===== src/sv/utf8v_pkg.sv =====
// Package for the UTF-8 string validator: transaction payload types,
// decoder state type, status codes and code point limits.
// No dependencies.
package utf8v_pkg;

  localparam int unsigned ByteCountW = 17;
  localparam int unsigned CpW        = 21;

  typedef enum logic [1:0] {
    StatusValid     = 2'd0,
    StatusMalformed = 2'd1,
    StatusTooLong   = 2'd2
  } status_e;

  typedef struct packed {
    logic [7:0] data_byte;
    logic       last_byte;
  } in_t;

  typedef struct packed {
    logic [1:0]            status;
    logic [ByteCountW-1:0] byte_count;
  } out_t;

  typedef struct packed {
    logic [1:0]     pending;
    logic [2:0]     seq_len;
    logic [CpW-1:0] cp;
    logic           err;
  } dec_state_t;

  localparam logic [CpW-1:0] CpSurrLo    = 21'h00D800;
  localparam logic [CpW-1:0] CpSurrHi    = 21'h00DFFF;
  localparam logic [CpW-1:0] CpNonCharLo = 21'h00FDD0;
  localparam logic [CpW-1:0] CpNonCharHi = 21'h00FDEF;
  localparam logic [15:0]    CpPlaneFffe = 16'hFFFE;
  localparam logic [15:0]    CpPlaneFfff = 16'hFFFF;
  localparam logic [CpW-1:0] CpMax       = 21'h10FFFF;
  localparam logic [CpW-1:0] CpMin3      = 21'h000800;
  localparam logic [CpW-1:0] CpMin4      = 21'h010000;
  localparam logic [CpW-1:0] CpC0Hi      = 21'h00001F;
  localparam logic [CpW-1:0] CpDel       = 21'h00007F;
  localparam logic [CpW-1:0] CpC1Hi      = 21'h00009F;

endpackage


===== src/sv/utf8v_decoder.sv =====
// UTF-8 decoder step: next decoder state from the current state and one byte.
// Depends on utf8v_pkg.
module utf8v_decoder (
  input  utf8v_pkg::dec_state_t st_i,
  input  logic [7:0]            byte_i,
  output utf8v_pkg::dec_state_t st_o
);

  function automatic logic cp_bad(logic [utf8v_pkg::CpW-1:0] cp, logic [2:0] len);
    logic bad;
    bad = 1'b0;
    if (cp >= utf8v_pkg::CpSurrLo && cp <= utf8v_pkg::CpSurrHi) bad = 1'b1;
    if (len == 3'd3 && cp < utf8v_pkg::CpMin3) bad = 1'b1;
    if (len == 3'd4 && (cp < utf8v_pkg::CpMin4 || cp > utf8v_pkg::CpMax)) bad = 1'b1;
    if (cp >= utf8v_pkg::CpNonCharLo && cp <= utf8v_pkg::CpNonCharHi) bad = 1'b1;
    if (cp[15:0] == utf8v_pkg::CpPlaneFffe || cp[15:0] == utf8v_pkg::CpPlaneFfff) begin
      bad = 1'b1;
    end
    if (cp <= utf8v_pkg::CpC0Hi || (cp >= utf8v_pkg::CpDel && cp <= utf8v_pkg::CpC1Hi)) begin
      bad = 1'b1;
    end
    return bad;
  endfunction

  logic [utf8v_pkg::CpW-1:0] cont_cp;
  logic [1:0]                cont_pending;

  assign cont_cp      = {st_i.cp[utf8v_pkg::CpW-7:0], byte_i[5:0]};
  assign cont_pending = st_i.pending - 2'd1;

  always_comb begin
    st_o = st_i;
    if (!st_i.err) begin
      if (st_i.pending == 2'd0) begin
        if (byte_i == 8'h00) begin
          st_o.err = 1'b1;
        end else if (byte_i[7] == 1'b0) begin
          st_o.seq_len = 3'd1;
          st_o.cp      = utf8v_pkg::CpW'(byte_i);
          st_o.err     = cp_bad(utf8v_pkg::CpW'(byte_i), 3'd1);
        end else if (byte_i[7:5] == 3'b110) begin
          if (byte_i[4:1] == 4'b0000) begin
            st_o.err = 1'b1;
          end else begin
            st_o.seq_len = 3'd2;
            st_o.pending = 2'd1;
            st_o.cp      = utf8v_pkg::CpW'(byte_i[4:0]);
          end
        end else if (byte_i[7:4] == 4'b1110) begin
          st_o.seq_len = 3'd3;
          st_o.pending = 2'd2;
          st_o.cp      = utf8v_pkg::CpW'(byte_i[3:0]);
        end else if (byte_i[7:3] == 5'b11110 && byte_i <= 8'hF4) begin
          st_o.seq_len = 3'd4;
          st_o.pending = 2'd3;
          st_o.cp      = utf8v_pkg::CpW'(byte_i[2:0]);
        end else begin
          st_o.err = 1'b1;
        end
      end else begin
        if (byte_i[7:6] != 2'b10) begin
          st_o.err     = 1'b1;
          st_o.pending = 2'd0;
        end else begin
          st_o.cp      = cont_cp;
          st_o.pending = cont_pending;
          if (cont_pending == 2'd0 && cp_bad(cont_cp, st_i.seq_len)) begin
            st_o.err = 1'b1;
          end
        end
      end
    end
  end

endmodule


===== src/sv/utf8_string_validator.sv =====
// Top level of the UTF-8 string validator: input register, decoder state,
// byte counter and result register. Depends on utf8v_pkg and utf8v_decoder.
//
//  channel  | handshake              | payload
//  ---------+------------------------+-------------------------------------
//  in       | in_valid_i/in_ready_o  | in_data_i  (data_byte, last_byte)
//  out      | out_valid_o/out_ready_i| out_data_o (status, byte_count)
//
// One byte per cycle sustained while no final byte waits on the result register;
// decode and count update run while a byte sits in the input register, and a
// final byte's result is then loaded into the result register.
// Reset clears decoder state, byte count and both valid flags.
// Input stalls only when a final byte waits on a full, stalled result register.
module utf8_string_validator #(
  parameter int unsigned MAX_STRING_BYTES = 65536
) (
  input  logic            clk_i,
  input  logic            rst_ni,
  input  logic            in_valid_i,
  output logic            in_ready_o,
  input  utf8v_pkg::in_t  in_data_i,
  output logic            out_valid_o,
  input  logic            out_ready_i,
  output utf8v_pkg::out_t out_data_o
);

  localparam int unsigned CntW = $clog2(MAX_STRING_BYTES + 2);
  localparam logic [CntW-1:0] CntSat = CntW'(MAX_STRING_BYTES + 1);
  localparam logic [CntW-1:0] CntMax = CntW'(MAX_STRING_BYTES);

  logic                  in_valid_q;
  utf8v_pkg::in_t        in_q;
  utf8v_pkg::dec_state_t st_q, st_d;
  logic [CntW-1:0]       cnt_q, cnt_d;
  logic                  out_valid_q;
  utf8v_pkg::out_t       out_q, out_d;
  logic                  out_free;
  logic                  advance;

  utf8v_decoder u_decoder (
    .st_i   (st_q),
    .byte_i (in_q.data_byte),
    .st_o   (st_d)
  );

  assign out_free   = !out_valid_q || out_ready_i;
  assign advance    = in_valid_q && (!in_q.last_byte || out_free);
  assign in_ready_o = !in_valid_q || advance;
  assign cnt_d      = (cnt_q < CntSat) ? cnt_q + CntW'(1) : cnt_q;

  always_comb begin
    out_d.byte_count = utf8v_pkg::ByteCountW'(cnt_d);
    if (cnt_d > CntMax) begin
      out_d.status = utf8v_pkg::StatusTooLong;
    end else if (st_d.err || st_d.pending != 2'd0) begin
      out_d.status = utf8v_pkg::StatusMalformed;
    end else begin
      out_d.status = utf8v_pkg::StatusValid;
    end
  end

  always_ff @(posedge clk_i or negedge rst_ni) begin
    if (!rst_ni) begin
      in_valid_q  <= 1'b0;
      out_valid_q <= 1'b0;
      st_q        <= '0;
      cnt_q       <= '0;
    end else begin
      if (in_ready_o) begin
        in_valid_q <= in_valid_i;
      end
      if (advance) begin
        if (in_q.last_byte) begin
          st_q  <= '0;
          cnt_q <= '0;
        end else begin
          st_q  <= st_d;
          cnt_q <= cnt_d;
        end
      end
      if (advance && in_q.last_byte) begin
        out_valid_q <= 1'b1;
      end else if (out_ready_i) begin
        out_valid_q <= 1'b0;
      end
    end
  end

  always_ff @(posedge clk_i) begin
    if (in_ready_o && in_valid_i) begin
      in_q <= in_data_i;
    end
    if (advance && in_q.last_byte) begin
      out_q <= out_d;
    end
  end

  assign out_valid_o = out_valid_q;
  assign out_data_o  = out_q;

  a_clear_after_last: assert property (@(posedge clk_i) disable iff (!rst_ni)
    advance && in_q.last_byte |=> cnt_q == '0 && st_q == '0)
    else $error("state not cleared after final byte");

  a_too_long_count: assert property (@(posedge clk_i) disable iff (!rst_ni)
    out_valid_o && out_data_o.status == utf8v_pkg::StatusTooLong
      |-> 32'(out_data_o.byte_count) > MAX_STRING_BYTES)
    else $error("too-long status with short count");

  a_stall_cause: assert property (@(posedge clk_i) disable iff (!rst_ni)
    !in_ready_o |-> in_valid_q && in_q.last_byte && out_valid_q && !out_ready_i)
    else $error("input stalled without a blocked final byte");

  a_pending_len: assert property (@(posedge clk_i) disable iff (!rst_ni)
    st_q.pending != 2'd0 |-> 3'(st_q.pending) < st_q.seq_len)
    else $error("pending continuations disagree with sequence length");

endmodule


===== config.mk =====
export PLATFORM = sky130hd
export DESIGN_NAME = utf8_string_validator
export DESIGN_NICKNAME = d
export VERILOG_FILES = /design/src/sv/utf8v_pkg.sv /design/src/sv/utf8v_decoder.sv /design/src/sv/utf8_string_validator.sv
export SDC_FILE = /design/constraint.sdc
export NUM_CORES = 1
export LEC_CHECK = 0
export ABC_AREA = 1
export BUFFER_PORTS_ARGS = -buffer_cell sky130_fd_sc_hd__buf_2
export CORE_AREA = 2 2 104 116
export CTS_CLUSTER_DIAMETER = 40
export CTS_CLUSTER_SIZE = 14
export DETAILED_ROUTE_END_ITERATION = 12
export DIE_AREA = 0 0 106 118
export HOLD_SLACK_MARGIN = 0.06
export PLACE_DENSITY = 0.55
export SYNTH_ARGS = -nofsm -noshare
export SYNTH_HDL_FRONTEND = slang
export SYNTH_SLANG_ARGS = --single-unit

===== constraint.sdc =====
create_clock -name clk_i -period 6.3 [get_ports clk_i]
set_clock_uncertainty 0.2 [all_clocks]
set_input_delay 0.63 -clock clk_i [delete_from_list [all_inputs] [get_ports clk_i]]
set_output_delay 0.63 -clock clk_i [all_outputs]
set_load 0.01 [all_outputs]

== Word level (Yosys, flattened, before mapping) ==
Index checks and enable logic that the tools add are counted.

* RAM bits: 0
* Output and inout port bits: 21
* Register bits after elaboration: 68
* Bits in latches: 0
* Bits in read-only memories: 0
* Memories: 0
* Input port bits: 13
* Word-level logic and storage cells: 111

* $lt $le $gt $ge: 16
* Shift-type cells: 0
* Multiplexer cells: 35
* Div/mod/pow operators: 0
* Equal/unequal tests: 16
* $mul: 0
* Reduce and logical (&&, ||, !) cells: 31
* Bitwise logic cells: 0
* Add/subtract/negate cells: 2

{| class="wikitable"
|+ Operator list
! operator !! count
|-
| $mux W26 || 4
|-
| $mux W27 || 3
|-
| $ge A21 B16 Y1 const B || 2
|-
| $le A21 B16 Y1 const B || 2
|-
| $mux W17 || 2
|-
| $eq A16 B16 Y1 const B || 2
|-
| $mux W25 || 1
|-
| $mux W22 || 1
|-
| $ge A21 B7 Y1 const B || 1
|-
| $gt A21 B21 Y1 const B || 1
|-
| $le A21 B5 Y1 const B || 1
|-
| $le A21 B8 Y1 const B || 1
|-
| $lt A21 B12 Y1 const B || 1
|-
| $lt A21 B17 Y1 const B || 1
|-
| $mux W21 || 1
|-
| $mux W1 || 19
|-
| $add A17 B1 Y17 const B || 1
|-
| $gt A17 B17 Y1 const B || 1
|-
| $lt A17 B17 Y1 const B || 1
|-
| $le A8 B8 Y1 const B || 2
|-
| $reduce_and A6 Y1 || 2
|-
| $logic_and A1 B1 Y1 || 11
|-
| $ge A8 B7 Y1 const B || 1
|-
| $le A8 B5 Y1 const B || 1
|-
| 20 further kinds || 37
|}

== Depth between registers and ports, before layout ==
Gate-level depths: netlist of the first run.

* Depth in word-level cells: 19
* Mapped depth: 16
* Gate-level depth less buffers: 15

== Modules after synthesis ==
Synthesis of the first run repeated with hierarchy kept, for this count alone.

* Cells, all modules: 670
* Area total of the unflattened synthesis: 4,897.2 um^2

{| class="wikitable"
|+ By module, submodules not included
! module !! area each (um^2) !! cells each !! times used !! seq. area each (um^2)
|-
| utf8_string_validator || 3,443.3 || 399 || 1 || 1,991.9
|-
| utf8v_decoder || 1,453.9 || 271 || 1 || 0.0
|}

== Least setup slack after synthesis of the first run ==
No wires, ideal clock.

* Path kind: register to register
* From: register st_q[25] in the netlist's numbering
* To: register out_q (netlist bit out_data_o[17]), data pin
* Period minus slack after synthesis: 2.058 ns
* Library setup time: 0.249 ns
* Path slack: 4.242 ns
* Data arrival time: 1.609 ns
* Required time: 5.851 ns
* Buffers on the path: 1
* Stages on the path, launching flop included: 11
* Path through: dfrtp_1 -> inv_1 -> ha_1 -> clkbuf_1 -> inv_1 -> a31oi_1 -> a22oi_1 -> a21oi_1 -> nand3_1 -> nand2_1 -> inv_1

* Word-level cells in the longest chain between the ends: 10
* Elaborated cells on any way between the ends: 19
* Those cells by class: add/sub (1); mux (13); reduce/logical (5)

{| class="wikitable"
|+ Ends and longest elaborated chain
! element !! RTL line !! RTL
|-
| start, declared || utf8_string_validator.sv:33 || <nowiki>utf8v_pkg::dec_state_t st_q, st_d;</nowiki>
|-
| start signal, assigned || utf8_string_validator.sv:77 || <nowiki>st_q <= st_d;</nowiki>
|-
| branches (longest 6 deep; another with $sub A2 B1 Y2) || - ||
|-
| $mux W27 * || utf8v_decoder.sv:33 || <nowiki>if (!st_i.err) begin</nowiki>
|-
| $reduce_bool A2 Y1 || utf8_string_validator.sv:55 || <nowiki>end else if (st_d.err || st_d.pending != 2'd0) begin</nowiki>
|-
| $logic_or A1 B1 Y1 * || utf8_string_validator.sv:55 ||
|-
| $mux W1 * || utf8_string_validator.sv:55 ||
|-
| end signal, assigned || utf8_string_validator.sv:94 || <nowiki>out_q <= out_d;</nowiki>
|-
| end, declared || utf8_string_validator.sv:36 || <nowiki>utf8v_pkg::out_t out_q, out_d;</nowiki>
|}

Mark *: on every way between the ends. The select of a mux whose other input is x is not followed.
A chain may end at the register's enable or synchronous reset.

== Worst setup path in the final report of the first run ==
* From: register in_q[8] in the netlist's numbering
* To: register st_q[11] in the netlist's numbering

* Word-level cells in the longest chain between the ends: 8
* Elaborated cells on any way between the ends: 19
* Those cells by class: order compare (1); eq/ne (8); mux (7); reduce/logical (3)

{| class="wikitable"
|+ Ends and longest elaborated chain
! element !! RTL line !! RTL
|-
| start, declared || utf8_string_validator.sv:32 || <nowiki>utf8v_pkg::in_t in_q;</nowiki>
|-
| start signal, assigned || utf8_string_validator.sv:91 || <nowiki>in_q <= in_data_i;</nowiki>
|-
| branches (longest 8 deep; another with $le A8 B8 Y1) || - ||
|}

Parallel ways; which one is timed is not known. The select of a mux whose other input is x is not followed.

==> metrics.txt, run 1 <==
total grt overflow=0; total number of yosys warnings=0; number of buffers inserted to repair setup after CTS=0; Worst Setup Path Type=reg2reg; worst hold path class=in2async; total area of multi-input combinational cells=1770 sq um; Die ar.=12,500 sq um; combinational family with the most area after synthesis=simple AND/OR/NAND/NOR gates; routed via count divided by cell count=4.86; latest clock arrival within the worst-skew pair=330 ps; Critical Path Start Type=flop; Primary FF master, synth=dfrtp_1; Die Span Y=118 microns; Gate Count Post-Synth=500; total length of routed wires=9010 microns; share of cells above drive strength 1=0.150; Crit path arrival time=2520 ps; post-synthesis register bit count=68; number of nets with antenna violations after detailed routing=0; setup repair after global routing missed its margin=false; Net count, final=551; r2r setup slk=3800 ps; fraction of post-synthesis cell area in the top cell type by area=0.258; PortBufs=33; Critical Path End Type=flop; Setup TNS Final=0 ps; post-synthesis share of cell area spent on and, or, nand and nor gates=0.323; Max Cap Violations=0; CTS tree=built; number of rows created at floorplan=41; Synth Area in Adders=0.00968; clk root buf=clkbuf_16; antenna diode count=0; fill count=1,178; placed cell count=674; number of global-route vias before repair=3,274; routability congestion estimate from global placement=0.925; starting density of the core=0.342; DRC violation count after routing=0; worst ir drop on vdd=0.134 mV; post-synthesis cell area=3880 sq um; number of gates given a new drive strength after cts=0; fraction of the cycle the final worst path needs=0.396; P&R area growth vs syn=15.8%; number of levels in the clock H-tree=3; share of flip-flops with an asynchronous set or reset=0.588; data required time at the worst endpoint=6320 ps; number of pins exceeding their max-slew limit in the final report=0; total of endpoints with negative setup slack in the final report=0; post-synth top area cell=dfrtp_1; run status=finished clean; post-route minimum period=2500 ps; sequential cell area fraction in the yosys report=0.475; maximum number of pins on one net before global-route repair=41; worst slew slack as a fraction of its limit=0.368; global router's overall resource usage=0.153; Worst Max-Slew Pin Slew=948 ps; worst slack on hold paths=247 ps; Max Clk Rate=0.401 GHz; Netlist cell types=37; drt first-iter violations=134; Synth Area per Inst=7.75 sq um; number of antenna violations at the first check in global routing=0; share of the synthesized netlist area taken by xor and xnor gates=0.0226; areal power density over the cells=314 nW/um^2; Seq. cell area=1840 sq um; leakage power summed over all cells=1.97 nW; Max Fanout on Critical Path=24; total clock sinks=68; drt first pass iters=4; I/O pin count=34; chip width=106 microns; average detailed-routed wire length per instance=13.1 microns; Final Hold Violating Endpoints=0; slack of the critical path=3800 ps; synth top area cells=dfrtp_1, edfxtp_1, nand2_1, nor2_1, nand3_1; CORE AREA=11,300 sq um; placement-stage cell area=4170 sq um; post-synthesis mux area share=0; clock-pin slew on the worst setup and hold paths=60 ps; filler-free cell count of the finished design=690; CTS Buf Count=9; final instance area=4490 sq um; Post-Place Setup Slack=3710 ps; Post-DP HPWL=6600 microns; global-route wire length before repair=15,300 microns; Clock Tree Buf Depth=2; number of buffers inserted by hold repair at cts=0; number of vias in the routed layout=3,354; compound-gate portion of the synthesized area=0.101; net count of the mapped netlist=516; EDFF count, synth=28
-- placed cells by master (no fill, tap or decap), drive strengths merged, types with 9 or more instances in the layout --
cell	Yosys	layout
nand2	155	155
nor2	73	73
inv	54	54
o21ai	44	44
nand3	41	41
dfrtp	40	40
buf	5	34
edfxtp	28	28
a21oi	10	10
clkbuf	5	10
nand4	9	9
-- layout make-up --
class / instances / share of cell area
Clock buffer: 10 / 0.0510
Clock inverter: 6 / 0.0198
Inverter: 54 / 0.0451
Multi-Input combinational cell: 368 / 0.394
Sequential cell: 68 / 0.410
Tap cell: 150 / 0.0418
Timing Repair Buffer: 34 / 0.0384
-- metrics by stage --
stage / power [mW] / util
3_5_place_dp: 0.878 / 0.368
4_1_cts: 1.43 / 0.396
3_3_place_gp: 0.876 / 0.368
2_1_floorplan: 0.793 / -
5_1_grt: 1.50 / 0.396
6_report: 1.41 / 0.396
-- worst max-delay path, cell delays in order, from the launching register on --
cell	delay [ps]
edfxtp_1	450
nand2_1	190
nor2_1	70
a31oi_1	240
nand3_1	170
nand3_2	110
nand2_1	90
o21ai_4	520
inv_2	160
nand3_1	110
o21ai_1	70
-- worst paths after layout --
path	from	to	cells after the start
setup / recovery	in_q[8]$_DFFE_PP_	st_q[11]$_DFFE_PN0P_	10
hold / removal	rst_ni	cnt_q[10]$_DFFE_PN0P_	1
setup reg to reg	in_q[8]$_DFFE_PP_	st_q[11]$_DFFE_PN0P_	10
hold reg to reg	st_q[12]$_DFFE_PN0P_	st_q[12]$_DFFE_PN0P_	2
max in group asynchronous	rst_ni	in_valid_q$_DFFE_PN0N_	1
min in group clk_i	in_data_i[3]	in_q[3]$_DFFE_PP_	1
-- where the power goes --
| part | switching (mW) | total [mW] | internal (mW) |
|---|---|---|---|
| logic | 0.203 | 0.302 | 0.0988 |
| clock network | 0.196 | 0.542 | 0.346 |
| registers | 0.0535 | 0.567 | 0.514 |
-- cell families (layout without fill, tap and decap cells) --
kind of cell,count (synthesis),count (layout)
compound gates,66,66
xor+xnor,10,10
fa+ha+maj,3,3
buf+inv,64,104
flops,68,68
simple gates,289,289
-- flip-flops by register name (all words and copies together) (netlist names) --
name         count
st_q            21
out_data_o      19
cnt_q           17
in_q             9
in_valid_q       1
out_valid_o      1
-- synth_stat cells, types with 3 or more instances --
cell type and n:
a21oi_1 10, a31oi_1 3, buf_4 3, clkbuf_1 5
dfrtp_1 40, edfxtp_1 28, ha_1 3, inv_1 42
inv_2 12, nand2_1 146, nand2_2 8, nand3_1 39
nand4_1 9, nor2_1 70, nor3_1 4, o211ai_1 3
o21ai_0 23, o21ai_1 18, o21ai_4 3, xor2_1 8
-- per-layer routing --
layer | routed length, microns | track usage | up-vias | share of wire
met3 | 320 | 0.0244 | 28 | 0.036
met4 | 287 | 0.0781 | 0 | 0.032
met2 | 4460 | 0.264 | 70 | 0.50
met1 | 3940 | 0.181 | 1539 | 0.44
li1 | - | - | 1717 | -
met5 | 0 | 0 | - | 0
Note: power is estimated with default switching activity, not from simulation.
==> inputs of run 2 (changes only) <==
==> constraint.sdc (replaced) <==
create_clock -name clk_i -period 2.3 [get_ports clk_i]
set_clock_uncertainty 0.2 [all_clocks]
set_input_delay 0.23 -clock clk_i [delete_from_list [all_inputs] [get_ports clk_i]]
set_output_delay 0.23 -clock clk_i [all_outputs]
set_load 0.01 [all_outputs]
==> run 2 against run 1 <==
Effect of this change: utilization rose by 5.1 points; routed wire length rose by 7.3%; die area did not move; largest cell class is now multi-input combinational cells; final area rose by 13%; highest routed layer unchanged; sequential share of layout area fell by 4.6 points; hold slack got worse by 51 ps.
==> metrics.txt, run 2 (synthesis results as in run 1) <==
run status=finished clean; Reg2Reg Depth=13 (+3); DRC violation count after routing=0 (unchanged); fraction of the cycle the final worst path needs=0.990 (+0.594); chip width=106 microns (unchanged); post-route minimum period=2280 ps (-220 ps); Final Hold Violating Endpoints=0 (unchanged); global router's overall resource usage=0.163 (+0.0101); I/O pin count=34 (unchanged); total grt overflow=0 (unchanged); average detailed-routed wire length per instance=13.0 microns (-0.19%); global-route wire length before repair=16,000 microns (+5.1%); r2r setup slk=20 ps (-3780 ps); drt first-iter violations=162 (+21%); routability congestion estimate from global placement=0.867 (-6.3%); cell internal power dissipation=2.87 mW (+200%); number of global-route vias before repair=3,403 (+3.9%); Switching Power=1.25 mW (+180%); worst flop-to-flop path endpoint=out_data_o[18]$_SDFFCE_PN1P_; Worst Setup Path Type=reg2reg; register containing the most flip-flops in the final layout=st_q; CORE AREA=11,300 sq um (unchanged); share of cells above drive strength 1=0.238 (+0.0882); routed via count divided by cell count=4.81 (-1.1%); total clock sinks=68 (unchanged); number of vias in the routed layout=3,568 (+6.4%); leakage power summed over all cells=2.26 nW (+15%); maximum number of pins on one net before global-route repair=22 (-46%); PortBufs=33 (unchanged); logic gate share of total power=0.237 (+0.023); number of pins exceeding their max-slew limit in the final report=0 (unchanged); part of the power in registers=0.376 (-0.026); data required time at the worst endpoint=2200 ps (-4120 ps); Switching Fraction=0.303 (-0.0174); starting density of the core=0.342 (unchanged); worst slew slack as a fraction of its limit=0.649 (+0.281); number of rows created at floorplan=41 (unchanged); number of nets with antenna violations after detailed routing=0 (unchanged); leading cell type in the layout, fill and taps excluded=nand2_1; total power=4.11 mW (+190%); latest clock arrival within the worst-skew pair=340 ps (about the same); worst slack on hold paths=196 ps (-51.3 ps); cell at the slowest stage of the critical path=dfrtp_1; Die ar.=12,500 sq um (unchanged); number of antenna violations at the first check in global routing=0 (unchanged); clk root buf=clkbuf_16; max FFs per register=21 (unchanged); commonest cells after routing, fill and taps aside=nand2_1, nor2_1, inv_1; cell type with the highest occurrence count on the critical path=nand2_1; number of levels in the clock H-tree=3 (unchanged); Critical Path Start Type=flop; critical path cell sequence=nor2_2 > nand3_2 > o21ai_4 > nand2_4 > buf_4 > nand2_2 > nand2_2 > nor2_1 > nand2_1 > nor2_2 > nand2_1 > nand2_1 > inv_1; Critical Path End Type=flop; cell family with the largest share of critical-path delay=simple AND/OR/NAND/NOR gates; CTS tree=built; Max Fanout on Critical Path=7 (-71%); Worst Max-Slew Pin Slew=526 ps (-422 ps); worst hold path class=in2async; antenna diode count=0 (unchanged); total of endpoints with negative setup slack in the final report=0 (unchanged); Max Cap Violations=0 (unchanged); Clock Tree Buf Depth=2 (unchanged); Die Span Y=118 microns (unchanged); areal power density over the cells=811 nW/um^2 (+160%); drt first pass iters=5 (+1); CP bufs+invs=2 (+1); R2R Path Start=cnt_q[8]$_DFFE_PN0P_; setup repair after global routing missed its margin=true; worst ir drop on vdd=0.494 mV (+270%); clock-pin slew on the worst setup and hold paths=60 ps (about the same); total length of routed wires=9670 microns (+7.3%); Net count, final=603 (+9.4%); critical path's largest stage delay=410 ps (-110 ps); fill count=1,107 (-6.0%); Post-DP HPWL=6980 microns (+5.8%); clock network fraction of total power=0.387 (+0.003); Max Clk Rate=0.439 GHz (+9.7%); CTS Buf Count=9 (unchanged); P&R area growth vs syn=30.8%; Crit path arrival time=2180 ps (-340 ps)
==> run 2: changes by cell type in the layout (fill, tap and decap cells not counted), sizes merged <==
cell and change:
buf +39, bufinv +1, clkbuf +1, clkinvlp -2, dlygate4sd3 +13
==> run 2: through the flow <==
stage	utilization	setup WS, ps	cells	area, sq um	setup TNS [ps]
2_1_floorplan	-	242	500	3880	0
3_3_place_gp	0.394	-20.8	708	4470	-20.8
3_5_place_dp	0.394	-5.52	708	4470	-5.52
4_1_cts	0.436	17.5	737	4940	0
5_1_grt	0.448	-82.9	742	5070	-115
6_report	0.448	23.4	742	5070	0
==> run 2: worst max path at each step <==
stage / start / endpoint / slack [ps] / depth (start not counted)
detailed placement: cnt_q[6]$_DFFE_PN0P_ / out_data_o[18]$_SDFFCE_PN1P_ / -6 / 13
floorplan: st_q[25]$_DFFE_PN0P_ / out_data_o[17]$_SDFFCE_PN0P_ / 240 / 10
finish: cnt_q[8]$_DFFE_PN0P_ / out_data_o[18]$_SDFFCE_PN1P_ / 20 / 13
global placement: cnt_q[1]$_DFFE_PN0P_ / out_data_o[18]$_SDFFCE_PN1P_ / -20 / 13
global route: cnt_q[8]$_DFFE_PN0P_ / out_data_o[18]$_SDFFCE_PN1P_ / -80 / 13
CTS: cnt_q[6]$_DFFE_PN0P_ / out_data_o[18]$_SDFFCE_PN1P_ / 20 / 13
==> run 2: worst register-to-register path, cell delays in order (launching register included) <==
cell and delay (ps):
dfrtp_1 410, nor2_2 190, nand3_2 130, o21ai_4 210, nand2_4 110, buf_4 170
nand2_2 50, nand2_2 50, nor2_1 100, nand2_1 90, nor2_2 120, nand2_1 70
nand2_1 80, inv_1 40
==> run 2: metal layers <==
| layer | global-route usage | up-vias | share of wire |
|---|---|---|---|
| met2 | 0.277 | 81 | 0.51 |
| met1 | 0.190 | 1651 | 0.43 |
| met4 | 0.0822 | 0 | 0.024 |
| met5 | 0 | - | 0 |
| li1 | - | 1817 | - |
| met3 | 0.0377 | 19 | 0.039 |
==> run 2: power by group through the flow <==
stage          combinational, mW  sequential, mW  clock [mW]
2_1_floorplan              0.642            1.53           0
3_3_place_gp               0.915            1.56           0
3_5_place_dp               0.926            1.56           0
4_1_cts                    0.947            1.54        1.63
5_1_grt                     1.12            1.57        1.68
6_report                   0.973            1.55        1.59
==> run 2: area by class of cell <==
cell class / instances / area [sq um] / area share
flip-flops and latches: 68 / 1850 / 0.364
clock buffers: 11 / 243 / 0.0478
inverters: 54 / 205 / 0.0404
clock inverters: 5 / 98.8 / 0.0195
well taps: 150 / 188 / 0.0370
multi-input cells: 368 / 1860 / 0.366
repair buffers: 86 / 637 / 0.126
==> run 2: repair_timing <==
item,CTS,global route
endpoints found under the hold margin,30,0
gates resized for setup,1,27
buffers inserted,0,5
gates cloned,0,0
endpoints found under the setup margin,1,5
hold buffers,13,0
pin swaps,0,11
